--- src/sv/bfd_pkg.sv ---
package bfd_pkg;

	// Limits of the block.
	localparam int MAX_RATE   = 8;
	localparam int MAX_WIDTH  = 1024;
	localparam int MAX_HEIGHT = 1024;

	// Field widths.
	localparam int CH_W   = 8;
	localparam int COL_W  = $clog2(MAX_WIDTH);
	localparam int ROW_W  = $clog2(MAX_HEIGHT);
	localparam int DIM_W  = 11;
	localparam int FAC_W  = 4;
	localparam int SUB_W  = $clog2(MAX_RATE);
	localparam int SUM_W  = 14;
	localparam int NCH    = 3;

	// Reciprocal multiply for the divide by the block area.
	localparam int RECIP_SHIFT = 20;
	localparam int RECIP_W     = RECIP_SHIFT + 1;
	localparam int PROD_W      = SUM_W + RECIP_W;

	// Queue between front and back.
	localparam int Q_DEPTH = 4;
	localparam int Q_AW    = $clog2(Q_DEPTH);

	// Configuration port.
	localparam int CFG_IDX_W  = 2;
	localparam int CFG_DATA_W = DIM_W;

	localparam logic [CFG_IDX_W-1:0] REG_SCALE  = 2'd0;
	localparam logic [CFG_IDX_W-1:0] REG_WIDTH  = 2'd1;
	localparam logic [CFG_IDX_W-1:0] REG_HEIGHT = 2'd2;

	// One classified pixel, handed from the front to the back.
	typedef struct packed {
		logic                   first;
		logic                   last;
		logic                   frame_done;
		logic [COL_W-1:0]       x;
		logic [ROW_W-1:0]       y;
		logic [FAC_W-1:0]       factor;
		logic [NCH-1:0][CH_W-1:0] px;
	} rec_t;

	// ceil(2^20 / (f*f)); exact floor quotient for every 14-bit block sum.
	function automatic logic [RECIP_W-1:0] recip(input logic [FAC_W-1:0] f);
		logic [RECIP_W-1:0] m;
		case (f)
			4'd1:    m = RECIP_W'(1048576);
			4'd2:    m = RECIP_W'(262144);
			4'd3:    m = RECIP_W'(116509);
			4'd4:    m = RECIP_W'(65536);
			4'd5:    m = RECIP_W'(41944);
			4'd6:    m = RECIP_W'(29128);
			4'd7:    m = RECIP_W'(21400);
			4'd8:    m = RECIP_W'(16384);
			default: m = RECIP_W'(1048576);
		endcase
		return m;
	endfunction

endpackage

--- src/sv/bfd_queue.sv ---
module bfd_queue (
	input  logic          clk,
	input  logic          arst_n,
	input  logic          push,
	input  bfd_pkg::rec_t wr_rec,
	output logic          full,
	output logic          q_valid,
	input  logic          pop,
	output bfd_pkg::rec_t rd_rec
);

	bfd_pkg::rec_t             q_mem [bfd_pkg::Q_DEPTH];
	logic [bfd_pkg::Q_AW-1:0]  wr_ptr_q;
	logic [bfd_pkg::Q_AW-1:0]  rd_ptr_q;
	logic [bfd_pkg::Q_AW:0]    count_q;

	assign full    = count_q == (bfd_pkg::Q_AW+1)'(bfd_pkg::Q_DEPTH);
	assign q_valid = count_q != '0;
	assign rd_rec  = q_mem[rd_ptr_q];

	// Pointers and fill count.
	always_ff @(posedge clk or negedge arst_n) begin
		if (!arst_n) begin
			wr_ptr_q <= '0;
			rd_ptr_q <= '0;
			count_q  <= '0;
		end else begin
			if (push) begin
				wr_ptr_q <= wr_ptr_q + bfd_pkg::Q_AW'(1);
			end
			if (pop) begin
				rd_ptr_q <= rd_ptr_q + bfd_pkg::Q_AW'(1);
			end
			if (push && !pop) begin
				count_q <= count_q + (bfd_pkg::Q_AW+1)'(1);
			end else if (pop && !push) begin
				count_q <= count_q - (bfd_pkg::Q_AW+1)'(1);
			end
		end
	end

	// Queue storage.
	always_ff @(posedge clk) begin
		if (push) begin
			q_mem[wr_ptr_q] <= wr_rec;
		end
	end

endmodule

--- config.mk ---
export PLATFORM = sky130hd
export DESIGN_NAME = bfd_queue
export DESIGN_NICKNAME = d
export VERILOG_FILES = /design/src/sv/bfd_pkg.sv /design/src/sv/bfd_queue.sv
export SDC_FILE = /design/constraint.sdc
export NUM_CORES = 1
export LEC_CHECK = 0
export ABC_CLOCK_PERIOD_IN_PS = 3050
export BUFFER_PORTS_ARGS = -buffer_cell sky130_fd_sc_hd__buf_2
export CAP_MARGIN = 10
export CORE_MARGIN = 10
export CORE_UTILIZATION = 50
export CTS_BUF_LIST = sky130_fd_sc_hd__clkbuf_2 sky130_fd_sc_hd__clkbuf_4 sky130_fd_sc_hd__clkbuf_8
export DETAILED_ROUTE_END_ITERATION = 10
export GPL_TIMING_DRIVEN = 0
export PLACE_DENSITY = 0.75
export SYNTH_ARGS = -nofsm -noshare
export SYNTH_HDL_FRONTEND = slang
export SYNTH_SLANG_ARGS = --single-unit
--- constraint.sdc ---
create_clock -name clk -period 3.05 [get_ports clk]
set_input_delay 0 -clock clk [delete_from_list [all_inputs] [get_ports clk]]
set_output_delay 0 -clock clk [all_outputs]
set_load 0.005 [all_outputs]
# == Word level (Yosys, flattened, before mapping) ==
# Memory sizes are Yosys's and may differ from the RTL's.
# Cells that the tools add are included.
# word_totals
n_memories,1
output_inout_bits,53
input_bits,55
ram_bits,204
regBits,7
word_cells,19
# op_classes
reduce_logical,6
add_sub_neg,4
n_eq_ne,1
muxes,4
# memory_table
memory,depth,word_bits,rd,rd_clocked_by_memory_dff,write_ports,line_no,source
q_mem,4,51,1,0,1,bfd_queue.sv:12,bfd_pkg::rec_t q_mem [bfd_pkg::Q_DEPTH];
# ops
op,count
3-bit 2-to-1 mux,2
"2-bit by 1-bit adder with 2-bit output, second input constant",2
"3-bit by 1-bit adder with 3-bit output, second input constant",1
"3-bit equality test, second input constant",1
3-bit nonzero test,1
"3-bit by 1-bit subtractor with 3-bit output, second input constant",1
1-bit logical AND,2
1-bit logical NOT,2
1-bit 2-to-1 mux,2
2-bit nonzero test,1

# == Logic depth before layout (Yosys ltp) ==
# logic_depth
ltp_word,4
depth_mapped,7
ltp_nobuf,7

# == Least setup slack after synthesis ==
# No wires, ideal clock.
# synth_timing
path_kind,reg-to-reg
start,register wr_ptr_q[0] (netlist bit)
end,memory q_mem[2][0] (netlist bit) (enable)
slack_ns,0.806
t_required_ns,2.636
path_stages_with_launch,4
synth_period_minus_slack_ns,2.244
t_arrival_ns,1.830
setup_ns,0.414
path_buffers,0
cell_sequence,dfrtp_1 inv_1 ha_1 and2_1
# synth_lines
item,line_no,source
from (decl),bfd_queue.sv:13,logic [bfd_pkg::Q_AW-1:0] wr_ptr_q;
from (signal assigned),bfd_queue.sv:29,wr_ptr_q <= wr_ptr_q + bfd_pkg::Q_AW'(1);
to (decl),bfd_queue.sv:12,
# No word-level cell before the write port.

==> impl_metrics.py <==
metrics = {
    "placed_design": {
        "routabilityCongestion": 0.661,
        "port_buffers": 107,
        "post-dp-hpwl_mm": 8.37,
    },
    "routing": {
        "drc_errors": 0,
        "wl_met2_mm": 7.34,
        "dr.pass1.iters": 4,
        "drt_iter0_markers": 128,
        "via_count": 3718,
        "highest_layer": "met4",
        "final_antenna_net_count": 0,
        "viasPerCell": 5.06,
        "wl_per_cell_um": 19.9,
        "wl_met1_mm": 6.32,
        "routed_wl_mm": 14.6,
        "route.met3.wl_um": 768,
    },
    "floorplan": {
        "die_h_um": 145,
        "coreArea_um2": 15300,
        "start_util_pct": 51.2,
        "rows": 45,
        "die_area_um2": 21000,
        "die-width_um": 145,
        "ios": 108,
    },
    "timing": {
        "hold_viol_final": 0,
        "max_freq_mhz": 505,
        "maxSlewViolCount": 0,
        "slew_headroom_pct": 45.9,
        "min_period_ns": 1.98,
        "rsz0062_at_grt": "no",
        "fin_worst_skew_ns": 0.0112,
        "tightest_slew_ns": 0.812,
        "period_share_pct": 64.9,
        "setup_viol": 0,
    },
    "global_route": {
        "grt_max_degree": 52,
        "grt_first_pass_wirelength_mm": 23.3,
        "antenna_found_initial": 1,
        "grt_pass1_vias": 4253,
        "overflow": 0,
        "grt_use_total_pct": 13.9,
    },
    "pwr": {
        "power.density_nw_per_um2": 897,
        "fin_total_pwr_mw": 8.84,
        "p_leak_nw": 3.50,
        "vdd_drop_max_v": 0.000481,
    },
    "worst_setup_path": {
        "cp-end-kind": "output port",
        "cp_max_fo": 10,
        "worstSetupPathType": "reg -> out",
        "crit_arrival_ns": 1.98,
        "reg2reg_slack_ns": 1.30,
        "start_kind": "flop",
        "cp.required_ns": 3.05,
    },
    "clock_network": {
        "postCtsSetupBuffers": 0,
        "clk_pin_slew_ns": 0.06,
        "cts_buffer_depth": 3,
        "cts_buffers": 35,
        "cts_root_buf": "clkbuf_8",
        "clk_latency_ns": 0.49,
        "cts_max_level": 2,
        "tritoncts": "yes",
        "clock_sinks": 211,
    },
    "outcome": {
        "status": "complete, no violations",
    },
    "synth": {
        "synthCells": 301,
        "synthFlopType": "edfxtp_1",
        "ys_async_sr_fraction_pct": 3.32,
        "synth_cell_type_count": 20,
        "syn-num-nets": 362,
        "synth_seq_cells": 211,
        "yosysSeqAreaShare_pct": 80.6,
        "synth_warnings": 0,
        "syn_area_um2": 7820,
        "synth.avg_cell_area_um2": 26.0,
        "synth_edf_count": 204,
    },
    "job": {
        "maxCapViolCount": 0,
    },
    "layout": {
        "post-route-util_pct": 64.6,
        "fin_nets": 561,
        "layout_common_cells": "edfxtp_1, buf_2, dlygate4sd3_1, mux4_2, clkbuf_8",
        "final_common_cell": "edfxtp_1",
        "layout-drive-gt1-share_pct": 43.0,
        "area_delta_synth_final_pct": 26.0,
    },
    "hold_path": {
        "hold_path.class": "in -> reg",
    },
}
[through the flow]
| step | worst slack [ns] | instances | setup TNS (ns) | instance area (um2) | hold WS, ns |
|---|---|---|---|---|---|
| 2_1_floorplan | 0.806 | 301 | 0 | 7820 | -0.296 |
| 6_report | 1.07 | 735 | 0 | 9850 | 0.256 |
| 3_3_place_gp | -0.177 | 619 | -27.56 | 8620 | -0.159 |
| 3_5_place_dp | 1.29 | 619 | 0 | 8630 | -0.150 |
| 5_1_grt | 0.912 | 735 | 0 | 9850 | 0.236 |
| 4_1_cts | 0.965 | 734 | 0 | 9850 | 0.212 |
[synthesized netlist by cell type (all sizes together) (2+ instances only)]
library cell	instances	area share [%]
inv	4	0.19
buf	11	1.7
and2	4	0.32
edfxtp	204	78
mux4	51	15
xnor2	2	0.22
xor2	4	0.45
ha	5	0.80
nand2	2	0.096
dfrtp	7	2.2
[path summary, 6_finish.rpt]
| kind | start | to | cells after the start |
|---|---|---|---|
| worst max-delay path | rd_ptr_q[1] | rd_rec[7] | 4 |
| worst min-delay path | wr_rec[21] | q_mem[3][21] | 2 |
| worst max register to register | wr_ptr_q[0] | q_mem[0][10] | 3 |
| worst min register to register | count_q[2] | count_q[2] | 1 |
| max in group asynchronous | arst_n | rd_ptr_q[0] | 3 |
| min in group asynchronous | arst_n | count_q[2] | 3 |
[layout make-up]
type	count	area [um2]
clock inverter	11	72.6
multi-input combinational	74	1370
timing repair buffer	162	1090
inverter	4	15.0
sequential	211	6300
buffer	12	140
tap	211	264
clock buffer	49	599
fill	1029	5410
antenna	1	2.50
[flip-flops by register name, summed over array words and instances (netlist names)]
name / flops
count_q: 3
q_mem: 204
rd_ptr_q: 2
wr_ptr_q: 2
[where the power goes]
group          internal [mW]  switching (mW)  leakage [nW]
clock                   1.35            1.03         0.360
sequential              3.80           0.137          1.96
combinational           1.30            1.22          1.18
total                   6.45            2.39          3.50
[layer usage]
layer | track usage [%] | vias up
li1 | - | 1682
met1 | 17.1 | 1926
met2 | 23.0 | 96
met3 | 4.53 | 14
met4 | 3.78 | 0
met5 | 0 | -
[kinds of logic (layout without fill, tap and decap cells)]
| group | after synthesis | in the layout | share of synthesized area (%) |
|---|---|---|---|
| XOR/XNOR | 6 | 6 | 0.672 |
| adder cells (fa/ha/maj) | 6 | 6 | 1.06 |
| buffers and inverters | 16 | 238 | 1.98 |
| AND/OR/NAND/NOR | 9 | 9 | 0.640 |
| multiplexers | 52 | 52 | 15.0 |
| other | 0 | 1 | 0 |
| AO/OA/AOI/OAI | 1 | 1 | 0.0640 |
| flip-flops | 211 | 211 | 80.6 |
[worst max-delay path: stages (launching register included)]
cell and delay (ns):
dfrtp_1 0.33, clkbuf_1 0.29, buf_2 0.35, mux4_2 0.37, buf_2 0.15
[repair_timing]
item | in CTS | in global routing
hold endpoints to repair | 216 | 0
hold buffers | 55 | 0
gates resized for setup | 0 | 0
Note: power is estimated with default switching activity, not from simulation.
