===== src/sv/bfd_pkg.sv =====
package bfd_pkg;

	// Limits of the block.
	localparam int MAX_RATE   = 8;
	localparam int MAX_WIDTH  = 1024;
	localparam int MAX_HEIGHT = 1024;

	// Field widths.
	localparam int CH_W   = 8;
	localparam int COL_W  = $clog2(MAX_WIDTH);
	localparam int ROW_W  = $clog2(MAX_HEIGHT);
	localparam int DIM_W  = 11;
	localparam int FAC_W  = 4;
	localparam int SUB_W  = $clog2(MAX_RATE);
	localparam int SUM_W  = 14;
	localparam int NCH    = 3;

	// Reciprocal multiply for the divide by the block area.
	localparam int RECIP_SHIFT = 20;
	localparam int RECIP_W     = RECIP_SHIFT + 1;
	localparam int PROD_W      = SUM_W + RECIP_W;

	// Queue between front and back.
	localparam int Q_DEPTH = 4;
	localparam int Q_AW    = $clog2(Q_DEPTH);

	// Configuration port.
	localparam int CFG_IDX_W  = 2;
	localparam int CFG_DATA_W = DIM_W;

	localparam logic [CFG_IDX_W-1:0] REG_SCALE  = 2'd0;
	localparam logic [CFG_IDX_W-1:0] REG_WIDTH  = 2'd1;
	localparam logic [CFG_IDX_W-1:0] REG_HEIGHT = 2'd2;

	// One classified pixel, handed from the front to the back.
	typedef struct packed {
		logic                   first;
		logic                   last;
		logic                   frame_done;
		logic [COL_W-1:0]       x;
		logic [ROW_W-1:0]       y;
		logic [FAC_W-1:0]       factor;
		logic [NCH-1:0][CH_W-1:0] px;
	} rec_t;

	// ceil(2^20 / (f*f)); exact floor quotient for every 14-bit block sum.
	function automatic logic [RECIP_W-1:0] recip(input logic [FAC_W-1:0] f);
		logic [RECIP_W-1:0] m;
		case (f)
			4'd1:    m = RECIP_W'(1048576);
			4'd2:    m = RECIP_W'(262144);
			4'd3:    m = RECIP_W'(116509);
			4'd4:    m = RECIP_W'(65536);
			4'd5:    m = RECIP_W'(41944);
			4'd6:    m = RECIP_W'(29128);
			4'd7:    m = RECIP_W'(21400);
			4'd8:    m = RECIP_W'(16384);
			default: m = RECIP_W'(1048576);
		endcase
		return m;
	endfunction

endpackage


===== src/sv/bfd_pix_if.sv =====
interface bfd_pix_if;
	logic                      valid;
	logic                      ready;
	logic [bfd_pkg::CH_W-1:0]  in_red;
	logic [bfd_pkg::CH_W-1:0]  in_green;
	logic [bfd_pkg::CH_W-1:0]  in_blue;

	modport source (output valid, in_red, in_green, in_blue, input ready);
	modport sink (input valid, in_red, in_green, in_blue, output ready);
endinterface


===== src/sv/bfd_cfg_if.sv =====
interface bfd_cfg_if;
	logic                            valid;
	logic                            ready;
	logic [bfd_pkg::CFG_IDX_W-1:0]   index;
	logic [bfd_pkg::CFG_DATA_W-1:0]  data;

	modport source (output valid, index, data, input ready);
	modport sink (input valid, index, data, output ready);
endinterface


===== src/sv/bfd_front.sv =====
module bfd_front (
	input  logic          clk,
	input  logic          arst_n,
	bfd_pix_if.sink       pix,
	bfd_cfg_if.sink       cfg,
	input  logic          q_full,
	output logic          push,
	output bfd_pkg::rec_t rec
);

	logic [bfd_pkg::FAC_W-1:0] scale_q;
	logic [bfd_pkg::DIM_W-1:0] width_q;
	logic [bfd_pkg::DIM_W-1:0] height_q;

	logic [bfd_pkg::COL_W-1:0] src_col_q;
	logic [bfd_pkg::ROW_W-1:0] src_row_q;
	logic [bfd_pkg::SUB_W-1:0] sub_col_q;
	logic [bfd_pkg::SUB_W-1:0] sub_row_q;
	logic [bfd_pkg::COL_W-1:0] out_col_q;
	logic [bfd_pkg::ROW_W-1:0] out_row_q;
	logic [bfd_pkg::COL_W-1:0] blk_col_q;
	logic [bfd_pkg::ROW_W-1:0] blk_row_q;

	logic [bfd_pkg::FAC_W-1:0] f_c;
	logic [bfd_pkg::DIM_W-1:0] w_c;
	logic [bfd_pkg::DIM_W-1:0] h_c;
	logic [bfd_pkg::DIM_W-1:0] col_end;
	logic [bfd_pkg::DIM_W-1:0] row_end;
	logic [bfd_pkg::DIM_W:0]   col_next_end;
	logic [bfd_pkg::DIM_W:0]   row_next_end;
	logic                      in_col;
	logic                      in_row;
	logic                      last_col;
	logic                      last_row;
	logic                      col_wrap;
	logic                      row_wrap;
	logic                      sub_col_wrap;
	logic                      sub_row_wrap;
	logic                      pix_fire;
	logic                      cfg_hit;

	// Clamp the registers to their legal ranges.
	always_comb begin
		if (scale_q == '0) begin
			f_c = bfd_pkg::FAC_W'(1);
		end else if (scale_q > bfd_pkg::FAC_W'(bfd_pkg::MAX_RATE)) begin
			f_c = bfd_pkg::FAC_W'(bfd_pkg::MAX_RATE);
		end else begin
			f_c = scale_q;
		end
		if (width_q == '0) begin
			w_c = bfd_pkg::DIM_W'(1);
		end else if (width_q > bfd_pkg::DIM_W'(bfd_pkg::MAX_WIDTH)) begin
			w_c = bfd_pkg::DIM_W'(bfd_pkg::MAX_WIDTH);
		end else begin
			w_c = width_q;
		end
		if (height_q == '0) begin
			h_c = bfd_pkg::DIM_W'(1);
		end else if (height_q > bfd_pkg::DIM_W'(bfd_pkg::MAX_HEIGHT)) begin
			h_c = bfd_pkg::DIM_W'(bfd_pkg::MAX_HEIGHT);
		end else begin
			h_c = height_q;
		end
	end

	// A pixel counts when its whole block fits inside the frame. The block
	// is the last one of its row or column when the next one does not fit.
	always_comb begin
		col_end      = bfd_pkg::DIM_W'(blk_col_q) + bfd_pkg::DIM_W'(f_c);
		row_end      = bfd_pkg::DIM_W'(blk_row_q) + bfd_pkg::DIM_W'(f_c);
		col_next_end = (bfd_pkg::DIM_W+1)'(col_end) + (bfd_pkg::DIM_W+1)'(f_c);
		row_next_end = (bfd_pkg::DIM_W+1)'(row_end) + (bfd_pkg::DIM_W+1)'(f_c);
		in_col       = col_end <= w_c;
		in_row       = row_end <= h_c;
		last_col     = col_next_end > (bfd_pkg::DIM_W+1)'(w_c);
		last_row     = row_next_end > (bfd_pkg::DIM_W+1)'(h_c);
		col_wrap     = (bfd_pkg::DIM_W'(src_col_q) + bfd_pkg::DIM_W'(1)) >= w_c;
		row_wrap     = (bfd_pkg::DIM_W'(src_row_q) + bfd_pkg::DIM_W'(1)) >= h_c;
		sub_col_wrap = (bfd_pkg::FAC_W'(sub_col_q) + bfd_pkg::FAC_W'(1)) >= f_c;
		sub_row_wrap = (bfd_pkg::FAC_W'(sub_row_q) + bfd_pkg::FAC_W'(1)) >= f_c;
	end

	// Handshake and the word pushed into the queue.
	assign pix.ready = !q_full;
	assign cfg.ready = 1'b1;
	assign pix_fire  = pix.valid && pix.ready;
	assign cfg_hit   = cfg.valid && (cfg.index == bfd_pkg::REG_SCALE
		|| cfg.index == bfd_pkg::REG_WIDTH || cfg.index == bfd_pkg::REG_HEIGHT);
	assign push      = pix_fire && in_col && in_row;

	always_comb begin
		rec.first      = (sub_col_q == '0) && (sub_row_q == '0);
		rec.last       = sub_col_wrap && sub_row_wrap;
		rec.frame_done = last_col && last_row;
		rec.x          = out_col_q;
		rec.y          = out_row_q;
		rec.factor     = f_c;
		rec.px         = {pix.in_red, pix.in_green, pix.in_blue};
	end

	// Registers and raster position counters.
	always_ff @(posedge clk or negedge arst_n) begin
		if (!arst_n) begin
			scale_q   <= bfd_pkg::FAC_W'(1);
			width_q   <= bfd_pkg::DIM_W'(1024);
			height_q  <= bfd_pkg::DIM_W'(1024);
			src_col_q <= '0;
			src_row_q <= '0;
			sub_col_q <= '0;
			sub_row_q <= '0;
			out_col_q <= '0;
			out_row_q <= '0;
			blk_col_q <= '0;
			blk_row_q <= '0;
		end else if (cfg_hit) begin
			case (cfg.index)
				bfd_pkg::REG_SCALE:  scale_q  <= cfg.data[bfd_pkg::FAC_W-1:0];
				bfd_pkg::REG_WIDTH:  width_q  <= cfg.data;
				bfd_pkg::REG_HEIGHT: height_q <= cfg.data;
				default: ;
			endcase
			// Any register write restarts the frame.
			src_col_q <= '0;
			src_row_q <= '0;
			sub_col_q <= '0;
			sub_row_q <= '0;
			out_col_q <= '0;
			out_row_q <= '0;
			blk_col_q <= '0;
			blk_row_q <= '0;
		end else if (pix_fire) begin
			if (col_wrap) begin
				src_col_q <= '0;
				sub_col_q <= '0;
				out_col_q <= '0;
				blk_col_q <= '0;
				if (row_wrap) begin
					src_row_q <= '0;
					sub_row_q <= '0;
					out_row_q <= '0;
					blk_row_q <= '0;
				end else begin
					src_row_q <= src_row_q + bfd_pkg::ROW_W'(1);
					if (sub_row_wrap) begin
						sub_row_q <= '0;
						out_row_q <= out_row_q + bfd_pkg::ROW_W'(1);
						blk_row_q <= src_row_q + bfd_pkg::ROW_W'(1);
					end else begin
						sub_row_q <= sub_row_q + bfd_pkg::SUB_W'(1);
					end
				end
			end else begin
				src_col_q <= src_col_q + bfd_pkg::COL_W'(1);
				if (sub_col_wrap) begin
					sub_col_q <= '0;
					out_col_q <= out_col_q + bfd_pkg::COL_W'(1);
					blk_col_q <= src_col_q + bfd_pkg::COL_W'(1);
				end else begin
					sub_col_q <= sub_col_q + bfd_pkg::SUB_W'(1);
				end
			end
		end
	end

endmodule


===== src/flat_wrapper.sv =====
// flat-port wrapper written by rule: the top's interface ports become plain ports
module bfd_front_flat 
  (clk, arst_n, q_full, push, rec, pix_valid, pix_in_red, pix_in_green, pix_in_blue, pix_ready, cfg_valid, cfg_index, cfg_data, cfg_ready);
  bfd_pix_if pix_i ();
  bfd_cfg_if cfg_i ();
  input  logic clk;
  input  logic arst_n;
  input  logic q_full;
  output logic push;
  output bfd_pkg::rec_t rec;
  input wire logic [$bits(pix_i.valid)-1:0] pix_valid;
  input wire logic [$bits(pix_i.in_red)-1:0] pix_in_red;
  input wire logic [$bits(pix_i.in_green)-1:0] pix_in_green;
  input wire logic [$bits(pix_i.in_blue)-1:0] pix_in_blue;
  output wire logic [$bits(pix_i.ready)-1:0] pix_ready;
  input wire logic [$bits(cfg_i.valid)-1:0] cfg_valid;
  input wire logic [$bits(cfg_i.index)-1:0] cfg_index;
  input wire logic [$bits(cfg_i.data)-1:0] cfg_data;
  output wire logic [$bits(cfg_i.ready)-1:0] cfg_ready;
  assign pix_i.valid = pix_valid;
  assign pix_i.in_red = pix_in_red;
  assign pix_i.in_green = pix_in_green;
  assign pix_i.in_blue = pix_in_blue;
  assign pix_ready = pix_i.ready;
  assign cfg_i.valid = cfg_valid;
  assign cfg_i.index = cfg_index;
  assign cfg_i.data = cfg_data;
  assign cfg_ready = cfg_i.ready;
  bfd_front u_core (.clk(clk), .arst_n(arst_n), .pix(pix_i), .cfg(cfg_i), .q_full(q_full), .push(push), .rec(rec));
endmodule

===== config.mk =====
export PLATFORM = sky130hd
export DESIGN_NAME = bfd_front_flat
export DESIGN_NICKNAME = d
export VERILOG_FILES = /design/src/sv/bfd_pkg.sv /design/src/sv/bfd_pix_if.sv /design/src/sv/bfd_cfg_if.sv /design/src/sv/bfd_front.sv /design/src/flat_wrapper.sv
export SDC_FILE = /design/constraint.sdc
export NUM_CORES = 1
export LEC_CHECK = 0
export BUFFER_PORTS_ARGS = -buffer_cell sky130_fd_sc_hd__buf_4
export CORE_MARGIN = 1.5
export CORE_UTILIZATION = 54
export CTS_CLUSTER_SIZE = 14
export DETAILED_ROUTE_END_ITERATION = 8
export GPL_ROUTABILITY_DRIVEN = 1
export GPL_TIMING_DRIVEN = 0
export PLACE_DENSITY = 0.85
export SYNTH_ARGS = -nofsm -noshare
export SYNTH_HDL_FRONTEND = slang
export SYNTH_SLANG_ARGS = --single-unit

===== constraint.sdc =====
create_clock -name clk -period 3.71 [get_ports clk]
set_input_delay 0.1855 -clock clk [delete_from_list [all_inputs] [get_ports clk]]
set_output_delay 0.1855 -clock clk [all_outputs]
set_load 0.1 [all_outputs]

# Yosys cells after proc, flatten, opt, wreduce, memory -nomap -nowiden
# Cells that the tools add are included.
[word_totals] elab_cells=104 rom_bits=0 memories=0 latch_bits=0 reg_bits=92 ram_bits=0 out_inout_bits=54
[classes] n_addsub=14 n_eq_ne=2 div=0 reduce_logical=26 n_mux=40 mul=0 n_lt_le_gt_ge=11 shift=0 n_bitwise=0
[op_table] op="$mux W10" n=25
[op_table] op="$mux W11" n=4
[op_table] op="$add A10 B1 Y10 const B" n=4
[op_table] op="$mux W3" n=9
[op_table] op="$add A11 B4 Y12" n=2
[op_table] op="$gt A12 B11 Y1" n=2
[op_table] op="$add A10 B1 Y11 const B" n=2
[op_table] op="$add A10 B4 Y11" n=2
[op_table] op="$ge A11 B11 Y1" n=2
[op_table] op="$gt A11 B11 Y1 const B" n=2
[op_table] op="$le A11 B11 Y1" n=2
[op_table] op="$logic_not A11 Y1" n=2
[op_table] op="$reduce_and A2 Y1" n=5
[op_table] op="$add A3 B1 Y4 const B" n=2
[op_table] op="$ge A4 B4 Y1" n=2
[op_table] op="$mux W4" n=2
[op_table] op="$logic_and A1 B1 Y1" n=7
[op_table] op="$add A3 B1 Y3 const B" n=2
[op_table] op="$logic_not A3 Y1" n=2
[op_table] op="$reduce_bool A3 Y1" n=2
[op_table] op="$gt A4 B4 Y1 const B" n=1
[op_table] op="$logic_not A4 Y1" n=1
[op_table] op="$reduce_bool A2 Y1" n=2
[op_table] op="$reduce_and A3 Y1" n=1
[op_table] op="5 further kinds" n=6

# Depth between registers and ports, before layout
[depth] word_depth=9 ltp_mapped=20 ltp_nobuf=20

# Least setup slack after synthesis
# Ideal clock, no wire load.
[synth_timing] path_kind="reg-to-output" from="reg u_core.scale_q[0] in the netlist's numbering" to="out rec[48] in the netlist's numbering" required_ps=3524 setup_slack_ps=-3804 t_arrival_ps=7329 path_stages_with_launch=19 cell_sequence="dfstp_2 > nor2_1 > nor2_1 > ha_1 > inv_1 > fa_1 > inv_1 > ha_1 > a21o_1 > a21oi_1 > nor2b_1 > o2111a_1 > xor2_1 > ha_1 > a211o_1 > nor3_1 > a21oi_1 > o2111ai_1 > a211oi_1"
[synth_lines] item="start: declaration" line="bfd_front.sv:11" text="logic [bfd_pkg::FAC_W-1:0] scale_q;"
[synth_lines] item="start signal: assignment" line="bfd_front.sv:105" text="scale_q <= bfd_pkg::FAC_W'(1);"
[synth_lines] item="start signal: assignment" line="bfd_front.sv:118" text="bfd_pkg::REG_SCALE: scale_q <= cfg.data[bfd_pkg::FAC_W-1:0];"
[synth_lines] item="end: declaration" line="flat_wrapper.sv:10" text="output bfd_pkg::rec_t rec;"

==> impl_metrics.csv <==
group,metric,value,unit
pwr,swShare,0.479,
placed_design,pre_cts_ws,-1.23,ns
global_route,antenna_found_initial,0,
die,fp.coreArea,13500,um2
route,totalWireLength,20400,um
sta,rsz0062_at_grt,"true",
pwr,p_total,6.15,mW
global_route,grt_pass1_vias,6279,
sta,finClkSkew,0.00738,ns
route,drtAntennaViolNets,0,
synth,synth_seq_cells,92,
cts,cts_root_buffer,"clkbuf_16",
sta,drv_slew,0,
cts,clkLatencyLatePin,0.35,ns
cts,cts_tree,"yes",
synth,syn_nets,926,
final_layout,seq_area,2310,um2
sta,max-slew-margin-rel,0.233,
synth,synth_area,7540,um2
worst_setup_path,arrival,4.45,ns
pwr,switching_power,2.94,mW
worst_setup_path,crit_path_max_fanout,4,
worst_setup_path,worst-setup-path-type,"register to primary output",
route,drc_errors,0,
placed_design,place.detailed.hpwl,14100,um
synth,synth_ff_type,"dfrtp_1",
worst_setup_path,timing.rr.start,"u_core.src_row_q[0]",
final_layout,nets,1036,
pwr,p_int,3.21,mW
sta,tightest_slew,1.15,ns
final_layout,syn_to_final_growth,22.5,%
status,violations,"setup timing",
global_route,grtUsageTotal,0.273,
pwr,seq_power_share,0.226,
sta,layout_setup_ws,-0.929,ns
route,wl_per_cell,19.1,um
worst_setup_path,worstSetupEndpointType,"primary output",
die,num_io_pins,96,
sta,finalCritPeriodShare,1.25,
synth,synth.area.top_cells,"dfrtp_1 30%, ha_1 16%, mux2_2 6.3%",
synth,synth.distinct_cells,73,
route,vias,6600,
synth,ys_warn_count,0,
synth,yosysSeqAreaShare,0.306,
synth,yosysTopAreaCell,"dfrtp_1",
worst_setup_path,worstSetupStartpointType,"register",
route,drtIter0Drc,476,
route,dr.pass1.iters,5,
placed_design,place.port_buffers,70,
global_route,grt_max_degree,93,
cts,cts.sinks,92,
worst_setup_path,r2r_cells,14,
worst_hold_path,hp-class,"input port to async pin",
pwr,ir_drop,0.573,mV
cts,cts.clk_slew.worst_paths,0.06,ns
sta,max_freq,216,MHz
sta,final.min_clock_period,4.64,ns
synth,synth_top_area_share,0.295,
synth,synth_edf_count,0,
final_layout,multiInputGateArea,5220,um2
sta,setup_violations,2,
die,die_x,121,um
synth,avgSynthCellArea,9.64,um2
job,drv_cap,0,
cts,cts_buffer_depth,2,
pwr,power_density,666,nW/um2
placed_design,gp_congestion,0.895,
cts,numCtsBuffers,9,
sta,final_hold_viol_count,0,
pwr,leakagePower,4.50,nW
die,rows,42,
pwr,combPwrFrac,0.638,
die,dieArea,14700,um2
final_layout,diodes,0,
synth,synthTopCellsByCount,"98 x ha_1, 89 x dfrtp_1, 56 x nand2_1",
cts,htree_levels,3,
final_layout,drive_gt1_frac,0.308,
worst_setup_path,critPathLaunch,"u_core.scale_q[2]",
global_route,overflow,0,
route,via_per_inst,6.16,
synth,synth_async_sr_flop_share,1.00,
synth,synthCells,782,
status,status,"finished, violations left",
die,die_y,121,um
pwr,pwr-share-clk,0.137,
global_route,grt_first_pass_wirelength,31200,um
final_layout,fill_cells,975,
die,start_util,0.560,
worst_setup_path,crit_required,3.52,ns
synth,synth.most_common_cell,"ha_1",
final timing paths:
kind / end / slack, ns
worst max-delay path: rec[48] / -0.93
worst min-delay path: u_core.out_col_q[6] / 0.05
worst max register to register: u_core.blk_row_q[1] / 0.26
worst min register to register: u_core.blk_row_q[3] / 0.51
max in group asynchronous: u_core.scale_q[3] / 2.85
min in group clk: u_core.width_q[6] / 0.08
cell type report:
cell class,count,share of cell area
Multi-Input combinational cell,604,0.565
Buffer,45,0.0316
Clock buffer,11,0.0263
Timing Repair Buffer,99,0.0840
Sequential cell,92,0.250
Inverter,41,0.0173
Tap cell,176,0.0239
Clock inverter,3,0.00163
sequential cells by signal (all words and copies together) (netlist names):
name and count:
u_core.height_q 11, u_core.width_q 11, u_core.blk_col_q 10, u_core.blk_row_q 10
u_core.out_col_q 10, u_core.out_row_q 10, u_core.src_col_q 10, u_core.src_row_q 10
u_core.scale_q 4, u_core.sub_col_q 3, u_core.sub_row_q 3
through the flow:
step / instance area (um2) / std cells / TNS [ns] / hold slack, ns / utilization
global route: 9230 / 1071 / -1.55 / 0.0798 / 0.686
global placement: 8360 / 1028 / -1.97 / 0.441 / 0.622
CTS: 8970 / 1059 / -1.04 / 0.0778 / 0.667
finish: 9230 / 1071 / -1.31 / 0.0550 / 0.686
floorplan: 7620 / 782 / -1.82 / -0.110 / -
detailed placement: 8360 / 1028 / -2.16 / 0.441 / 0.622
per-layer routing:
layer	track usage	up-vias	wire, um
met3	0.0456	71	1170
met5	0	-	0
met1	0.360	3211	8780
met2	0.438	254	9650
met4	0.128	0	826
li1	-	3064	-
power by group through the flow:
stage / Sequential [mW] / Combinational [mW] / Clock (mW)
floorplan: 1.53 / 2.38 / 0
global placement: 1.38 / 3.16 / 0
detailed placement: 1.40 / 3.27 / 0
CTS: 1.38 / 3.54 / 0.848
global route: 1.41 / 4.24 / 0.891
finish: 1.39 / 3.92 / 0.840
logic make-up after synthesis:
kind of cell	after synthesis	synth area share
other	1	0.000498
adder cells (fa/ha/maj)	102	0.173
flip-flops	92	0.306
AND/OR/NAND/NOR	231	0.159
AO/OA/AOI/OAI	171	0.171
multiplexers	51	0.0747
buffers and inverters	86	0.0591
XOR/XNOR	48	0.0558
worst max-delay path, cell delays in order (launching register included):
cell      delay (ns)
dfrtp_1         0.40
nor2_2          0.13
nor2_2          0.07
nor2_4          0.20
ha_4            0.17
inv_2           0.03
fa_2            0.36
xnor2_2         0.21
ha_1            0.32
a21o_1          0.22
a21oi_4         0.22
nor4b_4         0.07
and3_4          0.17
a31o_2          0.24
ha_1            0.32
nand3_2         0.14
a21oi_2         0.23
o31ai_4         0.11
a211oi_4        0.26
buf_12          0.21
repair_timing:
item / CTS / global route
endpoints found under the setup margin: 2 / 27
hold buffers: 0 / 0
buffers inserted: 17 / 12
resized for setup: 47 / 33
pin swaps: 26 / 35
cells in the final DEF (no fill, tap or decap), types with 6 or more instances in the layout:
cell / Yosys / routed
clkbuf_1: 9 / 10
o21ai_0: 26 / 22
a21oi_1: 26 / 12
a211o_1: 6 / 6
nand4_1: 16 / 16
buf_2: 8 / 8
o21ai_1: 5 / 7
nor3_1: 10 / 8
buf_4: 26 / 121
nand3_1: 24 / 22
dfrtp_1: 89 / 88
nand2b_1: 16 / 14
xor2_1: 20 / 19
a21o_1: 10 / 10
nor2b_1: 13 / 11
and3_1: 18 / 16
a211oi_1: 10 / 8
nor4_1: 6 / 6
a21oi_2: 1 / 12
a22o_1: 15 / 15
nor2_1: 44 / 41
xnor2_1: 28 / 23
ha_1: 98 / 89
inv_1: 39 / 32
a32o_1: 11 / 11
mux2i_1: 9 / 9
o21a_1: 18 / 18
nand2_1: 56 / 54
ha_4: 0 / 8
clkbuf_16: 0 / 9
mux2_2: 42 / 42
(Power assumes the default switching activity.)
